File: config.mk
export PLATFORM = sky130hd
export DESIGN_NAME = ethanol_sensor_pwm_decoder
export DESIGN_NICKNAME = d
export VERILOG_FILES = /design/src/hw/rtl/esd_pkg.sv /design/src/hw/rtl/esd_edge_track.sv /design/src/hw/rtl/esd_window_chk.sv /design/src/hw/rtl/esd_eth_div.sv /design/src/hw/rtl/esd_temp_calc.sv /design/src/hw/rtl/ethanol_sensor_pwm_decoder.sv
export SDC_FILE = /design/constraint.sdc
export NUM_CORES = 1
export LEC_CHECK = 0
export CELL_PAD_IN_SITES_DETAIL_PLACEMENT = 1
export CELL_PAD_IN_SITES_GLOBAL_PLACEMENT = 1
export CORE_MARGIN = 2
export CORE_UTILIZATION = 45
export DETAILED_ROUTE_END_ITERATION = 10
export DONT_BUFFER_PORTS = 1
export GPL_TIMING_DRIVEN = 0
export PLACE_DENSITY_LB_ADDON = 0.1
export SLEW_MARGIN = 30
export SYNTH_ARGS = -nofsm -noshare
export SYNTH_HDL_FRONTEND = slang
export SYNTH_SLANG_ARGS = --single-unit
File: constraint.sdc
create_clock -name clk -period 10.15 [get_ports clk]
set_input_delay 2.03 -clock clk [delete_from_list [all_inputs] [get_ports clk]]
set_output_delay 2.03 -clock clk [all_outputs]
set_load 0.02 [all_outputs]
File: src/hw/rtl/esd_pkg.sv
`default_nettype none

package esd_pkg;

  // Field widths of the sensor interface.
  localparam int TS_W       = 32;
  localparam int FREQ_W     = 10;
  localparam int CODE_W     = 8;
  localparam int CFG_IDX_W  = 2;
  localparam int CFG_DATA_W = 10;

  // Request codes carried by req_type.
  localparam logic [1:0] REQ_RISE   = 2'd0;
  localparam logic [1:0] REQ_FALL   = 2'd1;
  localparam logic [1:0] REQ_REPORT = 2'd2;

  // Configuration register indexes.
  localparam logic [CFG_IDX_W-1:0] CFG_MIN_FREQ   = 2'd0;
  localparam logic [CFG_IDX_W-1:0] CFG_MAX_FREQ   = 2'd1;
  localparam logic [CFG_IDX_W-1:0] CFG_FAULT_ETH  = 2'd2;
  localparam logic [CFG_IDX_W-1:0] CFG_FAULT_TEMP = 2'd3;

  // Configuration reset values.
  localparam logic [FREQ_W-1:0] MIN_FREQ_RST   = 10'd48;
  localparam logic [FREQ_W-1:0] MAX_FREQ_RST   = 10'd152;
  localparam logic [CODE_W-1:0] FAULT_ETH_RST  = 8'd50;
  localparam logic [CODE_W-1:0] FAULT_TEMP_RST = 8'd165;

  // One second in microseconds, the numerator of the frequency.
  localparam logic [19:0] FREQ_SCALE = 20'd1000000;
  // Twice the frequency numerator, used for half-up rounding of 1e6/period.
  localparam logic [20:0] ETH_NUM    = 21'd2000000;
  localparam logic [CODE_W-1:0] ETH_OFFSET = 8'd50;

  // Temperature in 1/2000 degC is 83*low_us - 162500.
  localparam logic [6:0]  TEMP_MUL    = 7'd83;
  localparam logic [19:0] TEMP_BIAS   = 20'd162500;
  localparam logic [10:0] TEMP_DIV    = 11'd2000;
  localparam logic [10:0] TEMP_HALF   = 11'd1000;
  localparam logic [CODE_W-1:0] TEMP_OFFSET = 8'd40;
  // Smallest low time whose code saturates at the top of the range.
  localparam logic [TS_W-1:0] TEMP_LOW_SAT = 32'd7151;

  // Updates from the request decoder to the edge tracker.
  typedef struct packed {
    logic rise;
    logic fall;
    logic report;
  } esd_track_ctl_t;

endpackage

`default_nettype wire

File: src/hw/rtl/esd_edge_track.sv
`default_nettype none

module esd_edge_track
  import esd_pkg::*;
(
  input  wire logic            clk,
  input  wire logic            rst,
  input  wire esd_track_ctl_t  ctl,
  input  wire logic [TS_W-1:0] ts,
  output logic      [TS_W-1:0] period_us,
  output logic      [TS_W-1:0] low_us,
  output logic                 edge_seen
);

  logic [TS_W-1:0] last_rise;
  logic [TS_W-1:0] last_fall;
  logic            rise_seen;
  logic            fall_seen;

  always_ff @(posedge clk) begin
    if (rst) begin
      rise_seen <= 1'b0;
      fall_seen <= 1'b0;
      period_us <= '0;
      low_us    <= '0;
      edge_seen <= 1'b0;
    end else begin
      if (ctl.rise) begin
        if (rise_seen) begin
          period_us <= ts - last_rise;
        end
        if (fall_seen) begin
          low_us <= ts - last_fall;
        end
        rise_seen <= 1'b1;
        edge_seen <= 1'b1;
      end
      if (ctl.fall) begin
        fall_seen <= 1'b1;
        edge_seen <= 1'b1;
      end
      if (ctl.report) begin
        edge_seen <= 1'b0;
      end
    end
  end

  // Edge times are only read once their seen flag is set.
  always_ff @(posedge clk) begin
    if (ctl.rise) begin
      last_rise <= ts;
    end
    if (ctl.fall) begin
      last_fall <= ts;
    end
  end

endmodule

`default_nettype wire

File: src/hw/rtl/esd_window_chk.sv
`default_nettype none

module esd_window_chk
  import esd_pkg::*;
(
  input  wire logic              clk,
  input  wire logic              rst,
  input  wire logic              start,
  input  wire logic [TS_W-1:0]   period_us,
  input  wire logic [FREQ_W-1:0] min_freq_hz,
  input  wire logic [FREQ_W-1:0] max_freq_hz,
  output logic                   busy,
  output logic                   fault
);

  localparam int ACC_W = TS_W + FREQ_W;
  localparam int CNT_W = $clog2(FREQ_W + 1);

  logic [ACC_W-1:0]  mcand;
  logic [ACC_W-1:0]  acc_min;
  logic [ACC_W-1:0]  acc_max;
  logic [FREQ_W-1:0] mn_sh;
  logic [FREQ_W-1:0] mx_sh;
  logic [CNT_W-1:0]  cnt;

  always_ff @(posedge clk) begin
    if (rst) begin
      busy <= 1'b0;
      cnt  <= '0;
    end else if (start) begin
      busy <= 1'b1;
      cnt  <= CNT_W'(FREQ_W);
    end else if (busy) begin
      cnt <= cnt - CNT_W'(1);
      if (cnt == CNT_W'(1)) begin
        busy <= 1'b0;
      end
    end
  end

  // Shift-and-add: one bit of each frequency limit per cycle.
  always_ff @(posedge clk) begin
    if (start) begin
      mcand   <= ACC_W'(period_us);
      mn_sh   <= min_freq_hz;
      mx_sh   <= max_freq_hz;
      acc_min <= '0;
      acc_max <= '0;
    end else if (busy) begin
      if (mn_sh[0]) begin
        acc_min <= acc_min + mcand;
      end
      if (mx_sh[0]) begin
        acc_max <= acc_max + mcand;
      end
      mcand <= mcand << 1;
      mn_sh <= mn_sh >> 1;
      mx_sh <= mx_sh >> 1;
    end
  end

  assign fault = (ACC_W'(FREQ_SCALE) > acc_max) || (ACC_W'(FREQ_SCALE) < acc_min);

endmodule

`default_nettype wire

File: src/hw/rtl/esd_eth_div.sv
`default_nettype none

module esd_eth_div
  import esd_pkg::*;
(
  input  wire logic              clk,
  input  wire logic              rst,
  input  wire logic              start,
  input  wire logic [TS_W-1:0]   period_us,
  output logic                   busy,
  output logic [CODE_W-1:0]      ethanol
);

  // Quotient bits: anything at or above 2^(QB-1) saturates the output.
  localparam int QB    = 10;
  localparam int REM_W = TS_W + 1;
  localparam int DIV_W = TS_W + QB;
  localparam int CNT_W = $clog2(QB + 1);

  logic [REM_W-1:0] rem;
  logic [DIV_W-1:0] dsh;
  logic [DIV_W-1:0] rem_ext;
  logic [QB-1:0]    q;
  logic [QB-1:0]    q_off;
  logic [CNT_W-1:0] cnt;

  always_ff @(posedge clk) begin
    if (rst) begin
      busy <= 1'b0;
      cnt  <= '0;
    end else if (start) begin
      busy <= 1'b1;
      cnt  <= CNT_W'(QB);
    end else if (busy) begin
      cnt <= cnt - CNT_W'(1);
      if (cnt == CNT_W'(1)) begin
        busy <= 1'b0;
      end
    end
  end

  assign rem_ext = DIV_W'(rem);

  // Restoring division of (2e6 + p) by 2p, one quotient bit per cycle.
  always_ff @(posedge clk) begin
    if (start) begin
      rem <= REM_W'(ETH_NUM) + REM_W'(period_us);
      dsh <= {period_us, QB'(0)};
      q   <= '0;
    end else if (busy) begin
      if (rem_ext >= dsh) begin
        rem <= rem - dsh[REM_W-1:0];
        q   <= {q[QB-2:0], 1'b1};
      end else begin
        q   <= {q[QB-2:0], 1'b0};
      end
      dsh <= dsh >> 1;
    end
  end

  assign q_off = q - QB'(ETH_OFFSET);

  always_comb begin
    if (q[QB-1]) begin
      ethanol = '1;
    end else if (q < QB'(ETH_OFFSET)) begin
      ethanol = '0;
    end else if (q_off > QB'(8'hFF)) begin
      ethanol = '1;
    end else begin
      ethanol = q_off[CODE_W-1:0];
    end
  end

endmodule

`default_nettype wire

File: src/hw/rtl/esd_temp_calc.sv
`default_nettype none

module esd_temp_calc
  import esd_pkg::*;
(
  input  wire logic              clk,
  input  wire logic              rst,
  input  wire logic              start,
  input  wire logic [TS_W-1:0]   low_us,
  output logic                   busy,
  output logic [CODE_W-1:0]      temp_code
);

  localparam int LW    = 13;
  localparam int MW    = 7;
  localparam int PW    = 20;
  localparam int QB    = 8;
  localparam int CNT_W = 4;

  typedef enum logic [3:0] {
    T_IDLE = 4'b0001,
    T_MUL  = 4'b0010,
    T_PREP = 4'b0100,
    T_DIV  = 4'b1000
  } temp_phase_t;

  temp_phase_t      phase;
  logic [CNT_W-1:0] cnt;
  logic             sat_hi;
  logic             neg;
  logic [PW-1:0]    mcand;
  logic [MW-1:0]    msh;
  logic [PW-1:0]    acc;
  logic [PW-1:0]    rem;
  logic [PW-1:0]    dsh;
  logic [QB-1:0]    q;
  logic [QB:0]      q_sum;

  assign busy = (phase != T_IDLE);

  always_ff @(posedge clk) begin
    if (rst) begin
      phase <= T_IDLE;
      cnt   <= '0;
    end else begin
      unique case (phase)
        T_IDLE: begin
          if (start) begin
            phase <= T_MUL;
            cnt   <= CNT_W'(MW);
          end
        end
        T_MUL: begin
          cnt <= cnt - CNT_W'(1);
          if (cnt == CNT_W'(1)) begin
            phase <= T_PREP;
          end
        end
        T_PREP: begin
          phase <= T_DIV;
          cnt   <= CNT_W'(QB);
        end
        T_DIV: begin
          cnt <= cnt - CNT_W'(1);
          if (cnt == CNT_W'(1)) begin
            phase <= T_IDLE;
          end
        end
        default: begin
          phase <= T_IDLE;
        end
      endcase
    end
  end

  // Multiply the low time by 83 bit by bit, remove the bias, then divide the
  // magnitude plus half a step by 2000 one quotient bit per cycle.
  always_ff @(posedge clk) begin
    unique case (phase)
      T_IDLE: begin
        if (start) begin
          sat_hi <= (low_us >= TEMP_LOW_SAT);
          mcand  <= PW'(low_us[LW-1:0]);
          msh    <= TEMP_MUL;
          acc    <= '0;
        end
      end
      T_MUL: begin
        if (msh[0]) begin
          acc <= acc + mcand;
        end
        mcand <= mcand << 1;
        msh   <= msh >> 1;
      end
      T_PREP: begin
        neg <= (acc < TEMP_BIAS);
        if (acc < TEMP_BIAS) begin
          rem <= (TEMP_BIAS - acc) + PW'(TEMP_HALF);
        end else begin
          rem <= (acc - TEMP_BIAS) + PW'(TEMP_HALF);
        end
        dsh <= PW'(TEMP_DIV) << (QB - 1);
        q   <= '0;
      end
      T_DIV: begin
        if (rem >= dsh) begin
          rem <= rem - dsh;
          q   <= {q[QB-2:0], 1'b1};
        end else begin
          q   <= {q[QB-2:0], 1'b0};
        end
        dsh <= dsh >> 1;
      end
      default: begin
        acc <= acc;
      end
    endcase
  end

  assign q_sum = {1'b0, q} + (QB+1)'(TEMP_OFFSET);

  always_comb begin
    if (sat_hi) begin
      temp_code = '1;
    end else if (neg) begin
      if (q > TEMP_OFFSET) begin
        temp_code = '0;
      end else begin
        temp_code = TEMP_OFFSET - q;
      end
    end else if (q_sum[QB]) begin
      temp_code = '1;
    end else begin
      temp_code = q_sum[CODE_W-1:0];
    end
  end

endmodule

`default_nettype wire

File: src/hw/rtl/ethanol_sensor_pwm_decoder.sv
// Edge beats are taken back to back while the block is idle. A report with no edge since the
// last one gives its fault result through the OUT state and the output register. A report
// with a measured period runs the serial units; the temperature unit is the slowest (7
// multiply, 1 bias, 8 divide steps), then the result is registered. The input waits until
// then, longer while the output is stalled. Synchronous active-high reset clears the edge
// history and output register and loads the defaults (48 Hz, 152 Hz, fault values 50, 165).
`default_nettype none

module ethanol_sensor_pwm_decoder
  import esd_pkg::*;
(
  input  wire logic                  clk,
  input  wire logic                  rst,

  input  wire logic                  in_valid,
  output logic                       in_ready,
  input  wire logic [1:0]            req_type,
  input  wire logic [TS_W-1:0]       timestamp_us,

  output logic                       out_valid,
  input  wire logic                  out_ready,
  output logic [CODE_W-1:0]          eth_content,
  output logic [CODE_W-1:0]          temp_code,
  output logic                       sensor_fault,

  input  wire logic                  cfg_wr_en,
  input  wire logic [CFG_IDX_W-1:0]  cfg_index,
  input  wire logic [CFG_DATA_W-1:0] cfg_data
);

  // The sequencer has three states. In IDLE the block takes beats; in CALC the
  // three serial units work on a report; in OUT the result waits for the
  // output register to be free.
  typedef enum logic [2:0] {
    S_IDLE = 3'b001,
    S_CALC = 3'b010,
    S_OUT  = 3'b100
  } state_t;

  state_t state;

  // Configuration registers.
  logic [FREQ_W-1:0] min_freq_hz;
  logic [FREQ_W-1:0] max_freq_hz;
  logic [CODE_W-1:0] fault_ethanol;
  logic [CODE_W-1:0] fault_temp_code;

  // Handshake and request decode.
  logic           in_accept;
  logic           is_report;
  logic           out_free;
  esd_track_ctl_t track_ctl;

  // Edge tracker state seen by the sequencer.
  logic [TS_W-1:0] period_us;
  logic [TS_W-1:0] low_us;
  logic            edge_seen;

  // Serial units.
  logic              unit_start;
  logic              win_busy;
  logic              win_fault;
  logic              eth_busy;
  logic [CODE_W-1:0] eth_val;
  logic              temp_busy;
  logic [CODE_W-1:0] temp_val;
  logic              units_busy;

  // Whether the pending result carries the fault values.
  logic res_fault;

  assign in_ready  = (state == S_IDLE);
  assign in_accept = in_valid && in_ready;
  assign is_report = in_accept && (req_type == REQ_REPORT);

  assign track_ctl.rise   = in_accept && (req_type == REQ_RISE);
  assign track_ctl.fall   = in_accept && (req_type == REQ_FALL);
  assign track_ctl.report = is_report;

  // The units only run when a report finds a fresh edge and a nonzero period;
  // without a fresh edge the fault result needs no arithmetic, and with a zero
  // period the report gives no result at all.
  assign unit_start = is_report && edge_seen && (period_us != '0);
  assign units_busy = win_busy || eth_busy || temp_busy;

  // The output register is free when it is empty or its beat leaves now.
  assign out_free = !out_valid || out_ready;

  // Configuration writes land directly; the user must send them only while idle, unchecked.
  always_ff @(posedge clk) begin
    if (rst) begin
      min_freq_hz     <= MIN_FREQ_RST;
      max_freq_hz     <= MAX_FREQ_RST;
      fault_ethanol   <= FAULT_ETH_RST;
      fault_temp_code <= FAULT_TEMP_RST;
    end else if (cfg_wr_en) begin
      unique case (cfg_index)
        CFG_MIN_FREQ:   min_freq_hz     <= cfg_data[FREQ_W-1:0];
        CFG_MAX_FREQ:   max_freq_hz     <= cfg_data[FREQ_W-1:0];
        CFG_FAULT_ETH:  fault_ethanol   <= cfg_data[CODE_W-1:0];
        CFG_FAULT_TEMP: fault_temp_code <= cfg_data[CODE_W-1:0];
        default:        min_freq_hz     <= min_freq_hz;
      endcase
    end
  end

  // Sequencer.
  always_ff @(posedge clk) begin
    if (rst) begin
      state <= S_IDLE;
    end else begin
      unique case (state)
        S_IDLE: begin
          if (is_report) begin
            if (!edge_seen) begin
              state <= S_OUT;
            end else if (period_us != '0) begin
              state <= S_CALC;
            end
          end
        end
        S_CALC: begin
          if (!units_busy) begin
            state <= S_OUT;
          end
        end
        S_OUT: begin
          if (out_free) begin
            state <= S_IDLE;
          end
        end
        default: begin
          state <= S_IDLE;
        end
      endcase
    end
  end

  // A report without a fresh edge is a fault outright; otherwise the
  // frequency window decides once the units are done.
  always_ff @(posedge clk) begin
    if (state == S_IDLE && is_report && !edge_seen) begin
      res_fault <= 1'b1;
    end else if (state == S_CALC && !units_busy) begin
      res_fault <= win_fault;
    end
  end

  // Output register: the result beat waits here, so the block can take the
  // next beat on the input side while it is pending.
  always_ff @(posedge clk) begin
    if (rst) begin
      out_valid <= 1'b0;
    end else if (state == S_OUT && out_free) begin
      out_valid <= 1'b1;
    end else if (out_ready) begin
      out_valid <= 1'b0;
    end
  end

  always_ff @(posedge clk) begin
    if (state == S_OUT && out_free) begin
      if (res_fault) begin
        eth_content  <= fault_ethanol;
        temp_code    <= fault_temp_code;
        sensor_fault <= 1'b1;
      end else begin
        eth_content  <= eth_val;
        temp_code    <= temp_val;
        sensor_fault <= 1'b0;
      end
    end
  end

  esd_edge_track u_edge_track (
    .clk       (clk),
    .rst       (rst),
    .ctl       (track_ctl),
    .ts        (timestamp_us),
    .period_us (period_us),
    .low_us    (low_us),
    .edge_seen (edge_seen)
  );

  // Frequency window: min*period and max*period against 1e6.
  esd_window_chk u_window_chk (
    .clk         (clk),
    .rst         (rst),
    .start       (unit_start),
    .period_us   (period_us),
    .min_freq_hz (min_freq_hz),
    .max_freq_hz (max_freq_hz),
    .busy        (win_busy),
    .fault       (win_fault)
  );

  // Ethanol percent: round(1e6/period) - 50.
  esd_eth_div u_eth_div (
    .clk       (clk),
    .rst       (rst),
    .start     (unit_start),
    .period_us (period_us),
    .busy      (eth_busy),
    .ethanol   (eth_val)
  );

  // Temperature code from the low time; this is the slowest of the three units.
  esd_temp_calc u_temp_calc (
    .clk       (clk),
    .rst       (rst),
    .start     (unit_start),
    .low_us    (low_us),
    .busy      (temp_busy),
    .temp_code (temp_val)
  );

endmodule

`default_nettype wire

==> metrics.yaml <==
cpMostUsedCell: "clkbuf_1"
dieWidth_um: 273.1
routed_wl_mm: 105.5
yosysUniqueCellTypes: 92
setup-violations-final: 0
track_usage: 0.2825
cts.htree.levels: 3
yosys.area.top_type_share: 0.2699
clk_pin_slew_ns: 0.06
synth_area_leader_cell: "edfxtp_1"
maxCapViolations: 0
syn_nets: 4021
max_freq_mhz: 188.7
synth_edf_count: 293
grt_max_degree: 43
drc: 0
final_cells: 4820
gp_congestion: 0.9489
slew-limit-headroom: 0.2693
ys_ff_latch: 533
synth_area_sq_um: 32600
synth.avg_cell_area_sq_um: 8.729
startpoint_type: "input port"
yosysSeqAreaShare: 0.4173
antenna_found_initial: 1
num_io_pins: 70
clk_path_buf_depth: 3
status: "completed"
synthCells: 3734
io_buffers: 0
firstDrtPassIters: 8
avgViaCountPerCell: 5.877
root_buffer: "clkbuf_16"
critPathSlowestCell: "clkbuf_1"
peakVddDrop_mv: 0.1834
place_hpwl_mm: 80.93
rsz0062_at_grt: "false"
power_density_nw_per_um2: 210.8
fin_setup_tns_ns: 0
hold_viol_final: 0
postCtsHoldBufs: 0
hold_path_depth: 0
grt-ovfl-total: 0
initial_core_util: 0.4552
drt_iter0_drc: 1800
wl_per_cell_um: 21.89
die_h_um: 273.1
reg2regPathDepth: 10
yosys_warnings: 0
grt_pass1_vias: 29500
coreArea_sq_um: 71610
maxSlewViolCount: 0
antenna_left: 0
hp-class: "flop to flop"
dr_total_vias: 28330
path_cells: "nand3b_1, or3_1, nor3b_1, clkbuf_1, clkbuf_1, nand2_1, a21boi_0"
async_flop_share: 0
critPathMaxStageDelay_ns: 0.83
place_inst: 4695
cts_post_setup_buffers_inserted: 0
nets: 4101
critPathKind: "input port to flop"
syn2layout_area_growth_pct: 11.06
p_leak_nw: 14.77
rows: 98
endpoint_kind: "flop"
crit_fanout: 10
fin_crit_ns: 5.301
cts.repair.resized: 0
dieArea_sq_um: 74600
cts_tree: "done"
worstPathRequired_ns: 10.48
worst_pin_slew_ns: 1.096
timing.hold.ws_ns: 0.4526
finalCritPeriodShare: 0.5222
skew_ns: 0.02321
synth_flop_cell: "edfxtp_1"
clk_latency_ns: 0.61
cts.sinks: 533
arrival_ns: 5.63
drive_gt1_frac: 0.04420
synthTopCellsByArea: "edfxtp_1 (27%), dfxtp_1 (15%), ha_1 (8.8%), nand2_1 (7.6%), a21oi_1 (5.7%)"
grt_pass1_wl_mm: 166.2
numCtsBuffers: 67
[critical path: cells and delay by family]
kind | cells | cell delay, ns
AND/OR/NAND/NOR | 4 | 1.74
buffers and inverters | 2 | 1.61
AO/OA/AOI/OAI | 1 | 0.22
[placed cells by master (no fill, tap or decap), drive strengths merged, types with 18 or more instances in the layout]
master | netlist | final
a211oi | 38 | 38
a21o | 124 | 124
a21oi | 372 | 372
a31oi | 33 | 33
and2 | 32 | 32
and3 | 29 | 29
buf | 24 | 34
clkbuf | 126 | 233
dfxtp | 240 | 240
edfxtp | 293 | 293
ha | 229 | 229
inv | 197 | 200
mux2i | 44 | 44
nand2 | 658 | 658
nand2b | 31 | 31
nand3 | 96 | 96
nand4 | 50 | 50
nor2 | 257 | 257
nor2b | 34 | 34
nor3 | 66 | 66
nor4 | 35 | 35
o211ai | 20 | 20
o21a | 31 | 31
o21ai | 203 | 203
o21bai | 33 | 33
o31ai | 22 | 22
or3 | 18 | 18
xnor2 | 138 | 138
xor2 | 82 | 82
[layer usage]
layer | track usage | wire, um
met3 | 0.04982 | 5546
met2 | 0.4552 | 47740
met1 | 0.3885 | 49310
met5 | 0 | 0
met4 | 0.08024 | 2897
[logic make-up (layout without fill, tap and decap cells)]
kind of cell,Yosys count,in the layout,share of synthesized area
AOI/OAI and AO/OA,975,975,0.1842
xor gates and xnor gates,220,220,0.05911
adders and majority gates,236,236,0.09220
buffers and inverters,350,485,0.04153
DFF,533,533,0.4173
muxes,46,46,0.01420
other,0,1,0
and+or+nand+nor,1374,1374,0.1914
[power breakdown]
group          internal, mW  switching, mW  total [mW]  leakage, nW
sequential             2.52          0.240        2.76         4.78
clock                  1.44          0.973        2.41         1.07
combinational         0.982           1.48        2.46         8.91
total                  4.94           2.69        7.63         14.8
[sequential cells by signal, indices dropped and copies added (netlist names), 18 cells and up]
| signal | cells |
|---|---|
| u_window_chk.acc_max | 42 |
| u_temp_calc.acc | 20 |
| u_window_chk.mcand | 42 |
| u_edge_track.period_us | 32 |
| u_temp_calc.dsh | 18 |
| u_temp_calc.rem | 20 |
| u_temp_calc.mcand | 20 |
| u_edge_track.last_fall | 32 |
| u_window_chk.acc_min | 42 |
| u_eth_div.dsh | 42 |
| u_edge_track.low_us | 32 |
| u_eth_div.rem | 33 |
| u_edge_track.last_rise | 32 |
[metrics by stage]
stage	power (mW)	cell area [sq um]	utilization	setup WS (ns)
after floorplan	4.584	32600	-	4.408
after CTS	7.653	36190	0.5054	4.835
after detailed placement	5.202	33980	0.4746	4.209
after global routing	8.086	36200	0.5055	4.755
after global placement	5.095	33780	0.4718	2.790
final	7.632	36200	0.5055	4.849
[cell type report]
cell class / count / area [sq um]
sequential: 533 / 13600
antenna: 1 / 2.502
multi-input combinational: 2851 / 17690
clock buffer: 106 / 2007
buffer: 151 / 610.6
inverter: 199 / 747.0
clock inverter: 18 / 198.9
timing repair buffer: 11 / 156.4
tap: 950 / 1189
fill: 8459 / 35410
[Yosys cell counts, types with 7 or more instances]
cell type,number
nand2_1,658
a21oi_1,371
edfxtp_1,293
nor2_1,257
dfxtp_1,240
ha_1,229
inv_1,195
o21ai_0,176
xnor2_1,138
clkbuf_1,123
a21o_1,121
nand3_1,96
xor2_1,82
nor3_1,65
nand4_1,50
mux2i_1,44
a211oi_1,38
nor4_1,35
nor2b_1,34
a31oi_1,33
o21bai_1,33
nand2b_1,31
o21a_1,31
and2_1,30
and3_1,26
o21ai_1,24
o31ai_1,21
buf_1,20
o211ai_1,19
or3_1,18
nor3b_1,12
a21boi_0,9
and4_1,9
or4_1,9
a221oi_1,8
nand3b_1,8
fa_1,7
nor4b_1,7
o31a_1,7
or2_2,7
[worst paths after layout]
check	startpoint	endpoint	slack (ns)
setup / recovery	req_type[0]	u_eth_div.rem[7]$_DFFE_PP_	4.85
hold / removal	res_fault$_SDFFE_PP1P_	sensor_fault$_DFFE_PP_	0.45
setup reg to reg	u_edge_track.period_us[17]$_SDFFE_PP0P_	u_eth_div.dsh[17]$_DFFE_PP_	5.44
hold reg to reg	res_fault$_SDFFE_PP1P_	sensor_fault$_DFFE_PP_	0.45
(Power assumes the default switching activity.)
